File: config.mk
export PLATFORM = sky130hd
export DESIGN_NAME = fxa_div
export DESIGN_NICKNAME = d
export VERILOG_FILES = /design/src/rtl/fxa_pkg.sv /design/src/rtl/fxa_div.sv
export SDC_FILE = /design/constraint.sdc
export NUM_CORES = 2
export LEC_CHECK = 0
export BUFFER_PORTS_ARGS = -buffer_cell sky130_fd_sc_hd__buf_2
export CORE_MARGIN = 8
export CORE_UTILIZATION = 60
export CTS_CLUSTER_SIZE = 8
export DETAILED_ROUTE_END_ITERATION = 10
export PLACE_DENSITY = 0.76
export SLEW_MARGIN = 20
export SYNTH_ARGS = -nofsm -noshare
export SYNTH_HDL_FRONTEND = slang
export SYNTH_SLANG_ARGS = --single-unit
File: constraint.sdc
create_clock -name i_clk -period 31.7 [get_ports i_clk]
set_clock_uncertainty 0.2 [all_clocks]
set_input_delay 1.585 -clock i_clk [delete_from_list [all_inputs] [get_ports i_clk]]
set_output_delay 1.585 -clock i_clk [all_outputs]
set_load 0.01 [all_outputs]
File: src/rtl/fxa_pkg.sv
package fxa_pkg;

    typedef enum logic [3:0] {
        FUNC_ADD     = 4'd0,
        FUNC_SUB     = 4'd1,
        FUNC_MUL     = 4'd2,
        FUNC_DIV     = 4'd3,
        FUNC_MIN     = 4'd4,
        FUNC_MAX     = 4'd5,
        FUNC_INC     = 4'd6,
        FUNC_DEC     = 4'd7,
        FUNC_I2F     = 4'd8,
        FUNC_F2I     = 4'd9
    } t_func;

    localparam int unsigned DATA_W = 32;

    typedef struct packed {
        logic [3:0]        func;
        logic [DATA_W-1:0] fast;
        logic              lt;
        logic              eq;
        logic              gt;
        logic              dz;
        logic              neg;
    } t_side;

endpackage

File: src/rtl/fxa_div.sv
module fxa_div #(
    parameter int FRACTION_BITS = 8
) (
    input  logic                       i_clk,
    input  logic                       i_en,
    input  logic [fxa_pkg::DATA_W-1:0] i_num,
    input  logic [fxa_pkg::DATA_W-1:0] i_den,
    output logic [fxa_pkg::DATA_W-1:0] o_quo
);
    localparam int NW = fxa_pkg::DATA_W + FRACTION_BITS;
    localparam int STEPS = 4;
    localparam int STG = (NW + STEPS - 1) / STEPS;
    localparam int DW = fxa_pkg::DATA_W;

    logic [NW-1:0] r_q   [1:STG];
    logic [DW:0]   r_rem [1:STG];
    logic [DW-1:0] r_den [1:STG];

    for (genvar s = 0; s < STG; s++) begin : g_stage
        logic [NW-1:0] q_in;
        logic [DW:0]   rem_in;
        logic [DW-1:0] den_in;
        logic [NW-1:0] n_q;
        logic [DW:0]   n_rem;
        logic [DW+1:0] t;
        if (s == 0) begin : g_first
            assign q_in   = {i_num, FRACTION_BITS'(0)};
            assign rem_in = '0;
            assign den_in = i_den;
        end else begin : g_next
            assign q_in   = r_q[s];
            assign rem_in = r_rem[s];
            assign den_in = r_den[s];
        end
        always_comb begin
            n_q   = q_in;
            n_rem = rem_in;
            t     = '0;
            for (int k = 0; k < STEPS; k++) begin
                if (s * STEPS + k < NW) begin
                    t = {n_rem, n_q[NW-1]} - {2'b00, den_in};
                    n_q = {n_q[NW-2:0], ~t[DW+1]};
                    n_rem = t[DW+1] ? {n_rem[DW-1:0], q_in[NW-1-k]}
                                    : t[DW:0];
                end
            end
        end
        always_ff @(posedge i_clk) begin
            if (i_en) begin
                r_q[s+1]   <= n_q;
                r_rem[s+1] <= n_rem;
                r_den[s+1] <= den_in;
            end
        end
    end

    assign o_quo = r_q[STG][DW-1:0];
endmodule
# Word level (Yosys, flattened, before mapping)
# Memory sizes are Yosys's and may differ from the RTL's.
# Index checks and enable logic that the tools add are counted.
word_totals:
  ff_bits: 0
  ram_bits: 1050
  input_bits: 66
  output_inout_bits: 32
  wordCells: 125
  n_memories: 3
mem_list:
  columns: ["name", "words", "word_bits", "read_ports", "rd_ports_with_merged_regs", "wr", "line", "text"]
  rows:
  - ["r_q", 10, 40, 10, 0, 10, "fxa_div.sv:15", "logic [NW-1:0] r_q [1:STG];"]
  - ["r_rem", 10, 33, 9, 0, 10, "fxa_div.sv:16", "logic [DW:0] r_rem [1:STG];"]
  - ["r_den", 10, 32, 9, 0, 10, "fxa_div.sv:17", "logic [DW-1:0] r_den [1:STG];"]
classes:
  add_sub_neg: 40
  mux: 42
  n_bitwise: 40
ops:
  columns: ["cell", "n"]
  rows:
  - ["$sub 34x32->34", 39]
  - ["$mux 33", 40]
  - ["$not 1->1", 40]
  - ["$sub 1x32->33", 1]
  - ["$mux 1", 2]

# Depth between registers and ports, before layout
# An unclocked memory read counts as a cell.
depth:
  word_depth: 9
  ltp_mapped: 68
  mapped_depth_nobuf: 63

# Worst setup path before layout
# OpenSTA, ideal clock, no wires.
synth_timing:
  path_type: "register to register"
  startpoint: "register r_den[0][257] (netlist name)"
  endpoint: "register r_rem[0][308] (netlist name)"
  setup_ns: 0.262
  arrival_time_ns: 13.789
  required_ns: 31.238
  setup_slack_ns: 17.448
  stages_incl_launch_ff: 66
  path_buffers: 10
  period_less_slack_ns: 14.252
  cell_sequence: "edfxtp_1 inv_1 ha_1 nor2b_1 o31a_1 nor4_1 o311ai_1 o211ai_1 a21oi_1 xnor2_1 buf_2 inv_2 clkbuf_1 clkbuf_1 mux2_2 ha_1 a21o_1 a21o_1 [30 not listed] ha_1 nor2b_1 o21a_1 o21ai_0 or4b_2 a31o_2 a21oi_1 o21a_1 o211ai_1 nand3_1 o21ai_0 a211oi_1 xnor2_1 mux2i_1 xor2_1 buf_2 buf_2 o22ai_1"

==> impl_summary.txt <==
----------------------------------------------------
[GRT]
  Total global routing overflow ... 0
  Maximum number of pins on one net before global-route repair ... 94
  First-pass GRT wire length ... approximately 440000 um
  Antenna violations before repair ... 8
  Global-route total usage across every layer ... 0.297
  Vias in the first global route ... between 80k and 90k

[Setup path]
  Setup slack, reg-to-reg ... ~14 ns
  Capturing point of the worst reg2reg path ... r_rem[0][104]$_DFFE_PP_
  Critical path launch point ... r_den[0][82]$_DFFE_PP_
  Count of cells along the worst register-to-register path ... just over 60
  Worst Path Arrival ... about 18 ns
  Kind of critical path ... reg -> reg
  Most frequent cell on the critical path ... sky130_fd_sc_hd__a21oi_1
  End point of the critical path ... r_rem[0][104]$_DFFE_PP_
  Slowest cell on the critical path ... sky130_fd_sc_hd__a2111oi_2
  Largest driver fanout on the critical path ... 50
  Critical Path Sink Type ... register
  Kind of launch point of the worst setup path ... register
  CP peak stage delay ... about 0.67 ns
  Data required time of the worst path ... roughly 32 ns
  R2r startpoint ... r_den[0][82]$_DFFE_PP_

[Finish]
  Nets@finish ... approximately 13k
  Most common library cell in the layout ignoring fill and taps ... sky130_fd_sc_hd__ha_1
  Layout cell share with drive strength beyond 1 ... 0.0850
  Commonest cells after routing, fill and taps aside ... sky130_fd_sc_hd__ha_1 (1242), sky130_fd_sc_hd__a21oi_1 (1166), sky130_fd_sc_hd__nor2_1 (853)
  Number of filler cells placed in the layout ... between 10k and 15k
  Area delta synth->final ... 6.61%

[Floorplanning]
  Core ar. ... 0.165 mm^2
  Vertical extent of the die ... about 420 um
  Num ports ... approximately 100
  Starting Density ... 0.603
  Die width ... around 420 um
  Number of standard-cell rows in the floorplan ... between 100 and 150
  Overall die area ... between 0.15 and 0.2 mm^2

[Status]
  Outcome ... finished clean

[STA]
  Maximum clock rate ... roughly 55 MHz
  Transition time at the pin with the least slew margin ... ~1.1 ns
  Final total negative setup slack ... 0 ns
  Final critical delay including setup and external delays ... ~18 ns
  Share of the cycle needed by the critical path after routing ... 0.572
  Slew Limit Headroom ... 0.264
  Count of endpoints failing hold in the final timing report ... 0
  Final setup viols ... 0
  RSZ-0062 raised after global routing ... false
  Worst-case setup margin in the final layout ... roughly 14 ns
  Number of max-slew violations in the final report ... 0

[Detailed routing]
  WL per Instance ... approximately 20 um
  Detailed-route via count ... 87.2k
  Pre-antenna DRT Iters ... 7
  Post-route antenna net violation count ... 0
  Via density per instance ... about 6.3
  DRC violation count after routing ... 0
  Post-detailed-routing wire length ... between 200000 and 300000 um
  1st-iter DRT viols ... slightly above 7k

[Placed design]
  Final weighted congestion of routability-driven global placement ... between 0.9 and 1
  Dpl ws ... around 14 ns
  HPWL after detailed placement ... approximately 230000 um
  Port buffer count ... 97

[Clock network]
  Number of buffers added by the clock tree synthesis step ... 121
  Maximum clock path buffer count ... 3
  Post-CTS Setup Bufs ... 0
  Clock-pin slew of the registers on the worst-case setup and hold paths ... roughly 0.050 ns
  H-Tree Depth ... 3
  Gates resized, CTS repair ... 0
  Insertion delay to the later sink of the worst-skew pair ... roughly 0.8 ns
  Post-CTS Hold Fix Bufs ... 0
  Number of clock sinks ... 841
  TritonCTS clock tree ... done
  Buffer type at the clock tree root ... sky130_fd_sc_hd__clkbuf_16

[Hold path]
  Worst hold-check path type ... reg -> reg

[Yosys]
  Average footprint of a synthesized cell ... between 8 and 9 um^2
  Post-synthesis async set-or-reset flop share ... 0
  Total number of yosys warnings ... 0
  Number of unique standard cell types used by synthesis ... ~110
  Main area contributors after synthesis ... sky130_fd_sc_hd__edfxtp_1 (25%), sky130_fd_sc_hd__ha_1 (16%), sky130_fd_sc_hd__xnor2_1 (6.3%)
  Post-synthesis register bit count ... between 800 and 900
  Synthesized instance count ... ~11k
  Commonest register cell after synthesis ... sky130_fd_sc_hd__edfxtp_1
  Synthesized cell area ... a little under 0.1 mm^2
  Largest area contributor in the synthesized netlist ... sky130_fd_sc_hd__edfxtp_1
  Fraction of the yosys area taken by sequential cells ... 0.254
  Area share of the largest cell type after synthesis ... 0.254
  Number of enable-type register cells in the synthesized netlist ... between 800 and 900

[Run]
  Max-capacitance violation count ... 0

----------------------------------------------------
[registers in the layout, indices dropped and copies added (netlist names)]
name / flops
r_den: 288
r_q: 256
r_rem: 297
[cells in the mapped netlist, types with 32 or more instances]
master	number
sky130_fd_sc_hd__a211o_1	33
sky130_fd_sc_hd__a211oi_1	137
sky130_fd_sc_hd__a21boi_0	42
sky130_fd_sc_hd__a21o_1	571
sky130_fd_sc_hd__a21oi_1	1166
sky130_fd_sc_hd__a311oi_1	32
sky130_fd_sc_hd__a31o_2	34
sky130_fd_sc_hd__a31oi_1	81
sky130_fd_sc_hd__and2_1	76
sky130_fd_sc_hd__and3_1	100
sky130_fd_sc_hd__buf_2	36
sky130_fd_sc_hd__clkbuf_1	170
sky130_fd_sc_hd__edfxtp_1	841
sky130_fd_sc_hd__fa_1	33
sky130_fd_sc_hd__ha_1	1242
sky130_fd_sc_hd__inv_1	735
sky130_fd_sc_hd__mux2_2	499
sky130_fd_sc_hd__mux2i_1	64
sky130_fd_sc_hd__nand2_1	779
sky130_fd_sc_hd__nand2b_1	193
sky130_fd_sc_hd__nand3_1	205
sky130_fd_sc_hd__nand4_1	57
sky130_fd_sc_hd__nor2_1	853
sky130_fd_sc_hd__nor2b_1	156
sky130_fd_sc_hd__nor3_1	184
sky130_fd_sc_hd__nor4_1	39
sky130_fd_sc_hd__o211ai_1	69
sky130_fd_sc_hd__o21a_1	225
sky130_fd_sc_hd__o21ai_0	810
sky130_fd_sc_hd__o21ai_1	37
sky130_fd_sc_hd__o21bai_1	171
sky130_fd_sc_hd__o22ai_1	32
sky130_fd_sc_hd__o31ai_1	75
sky130_fd_sc_hd__or2_2	54
sky130_fd_sc_hd__or3_1	57
sky130_fd_sc_hd__xnor2_1	717
sky130_fd_sc_hd__xor2_1	323
[routing by layer]
layer | share of wire | up-vias | routed length, um | track usage
li1 | - | 42600 | - | -
met1 | 0.44 | 41100 | 123000 | 0.394
met2 | 0.45 | 2908 | 127000 | 0.484
met3 | 0.064 | 613 | 18100 | 0.0420
met5 | 0.00016 | - | 44 | 0
met4 | 0.047 | 6 | 13300 | 0.126
[worst min-delay path by stage]
stage / startpoint / to / cells after the start
finish: r_q[1][74]$_DFFE_PP_ / r_q[2][38]$_DFFE_PP_ / 0
global route: r_q[1][74]$_DFFE_PP_ / r_q[2][38]$_DFFE_PP_ / 0
CTS: r_q[1][32]$_DFFE_PP_ / r_q[1][76]$_DFFE_PP_ / 0
detailed placement: r_q[0][56]$_DFFE_PP_ / r_q[1][20]$_DFFE_PP_ / 0
global placement: r_q[3][35]$_DFFE_PP_ / r_q[3][79]$_DFFE_PP_ / 0
floorplan: r_q[0][52]$_DFFE_PP_ / r_q[1][16]$_DFFE_PP_ / 0
[cells by family (layout without fill, tap and decap cells)]
kind of cell,Yosys count,in the layout,synth area share
compound gates,3875,3875,0.249
other cells,1,17,0.0000378
xor+xnor,1048,1048,0.0932
buf+inv,981,1057,0.0379
fa+ha+maj,1275,1275,0.163
simple gates,2845,2845,0.135
mux,594,594,0.0667
flops,841,841,0.254
[stage by stage]
stage                     cells  instance area, um^2  utilization  hold WS, ns
after floorplan           11500                99300            -        0.200
after global routing      13700               106000        0.643        0.212
after detailed placement  13600               102000        0.622        0.205
final                     13700               106000        0.643        0.203
after CTS                 13700               106000        0.643        0.201
after global placement    13600               102000        0.622        0.201
[layout make-up]
| type | count | area, um^2 | share of cell area |
|---|---|---|---|
| multi-input cells | 9652 | 70600 | 0.667 |
| flip-flops and latches | 841 | 25300 | 0.239 |
| clock buffers | 134 | 3080 | 0.0291 |
| inverters | 747 | 2800 | 0.0265 |
| well taps | 2189 | 2740 | 0.0259 |
| repair buffers | 155 | 991 | 0.00936 |
| clock inverters | 21 | 348 | 0.00329 |
| diodes | 2 | 5.00 | 0.0000473 |
[critical path, delay by kind of cell (launching register included)]
family                     cells  cell delay, ns
adders and majority gates      4            1.34
xor gates and xnor gates       3            0.79
DFF                            1            0.48
AOI/OAI and AO/OA             29            8.64
muxes                          1            0.44
and+or+nand+nor               19            3.70
buffers and inverters          6            2.08
Power is not shown: default switching activity piles up to over one toggle a cycle in this logic, so the estimate is an artifact.
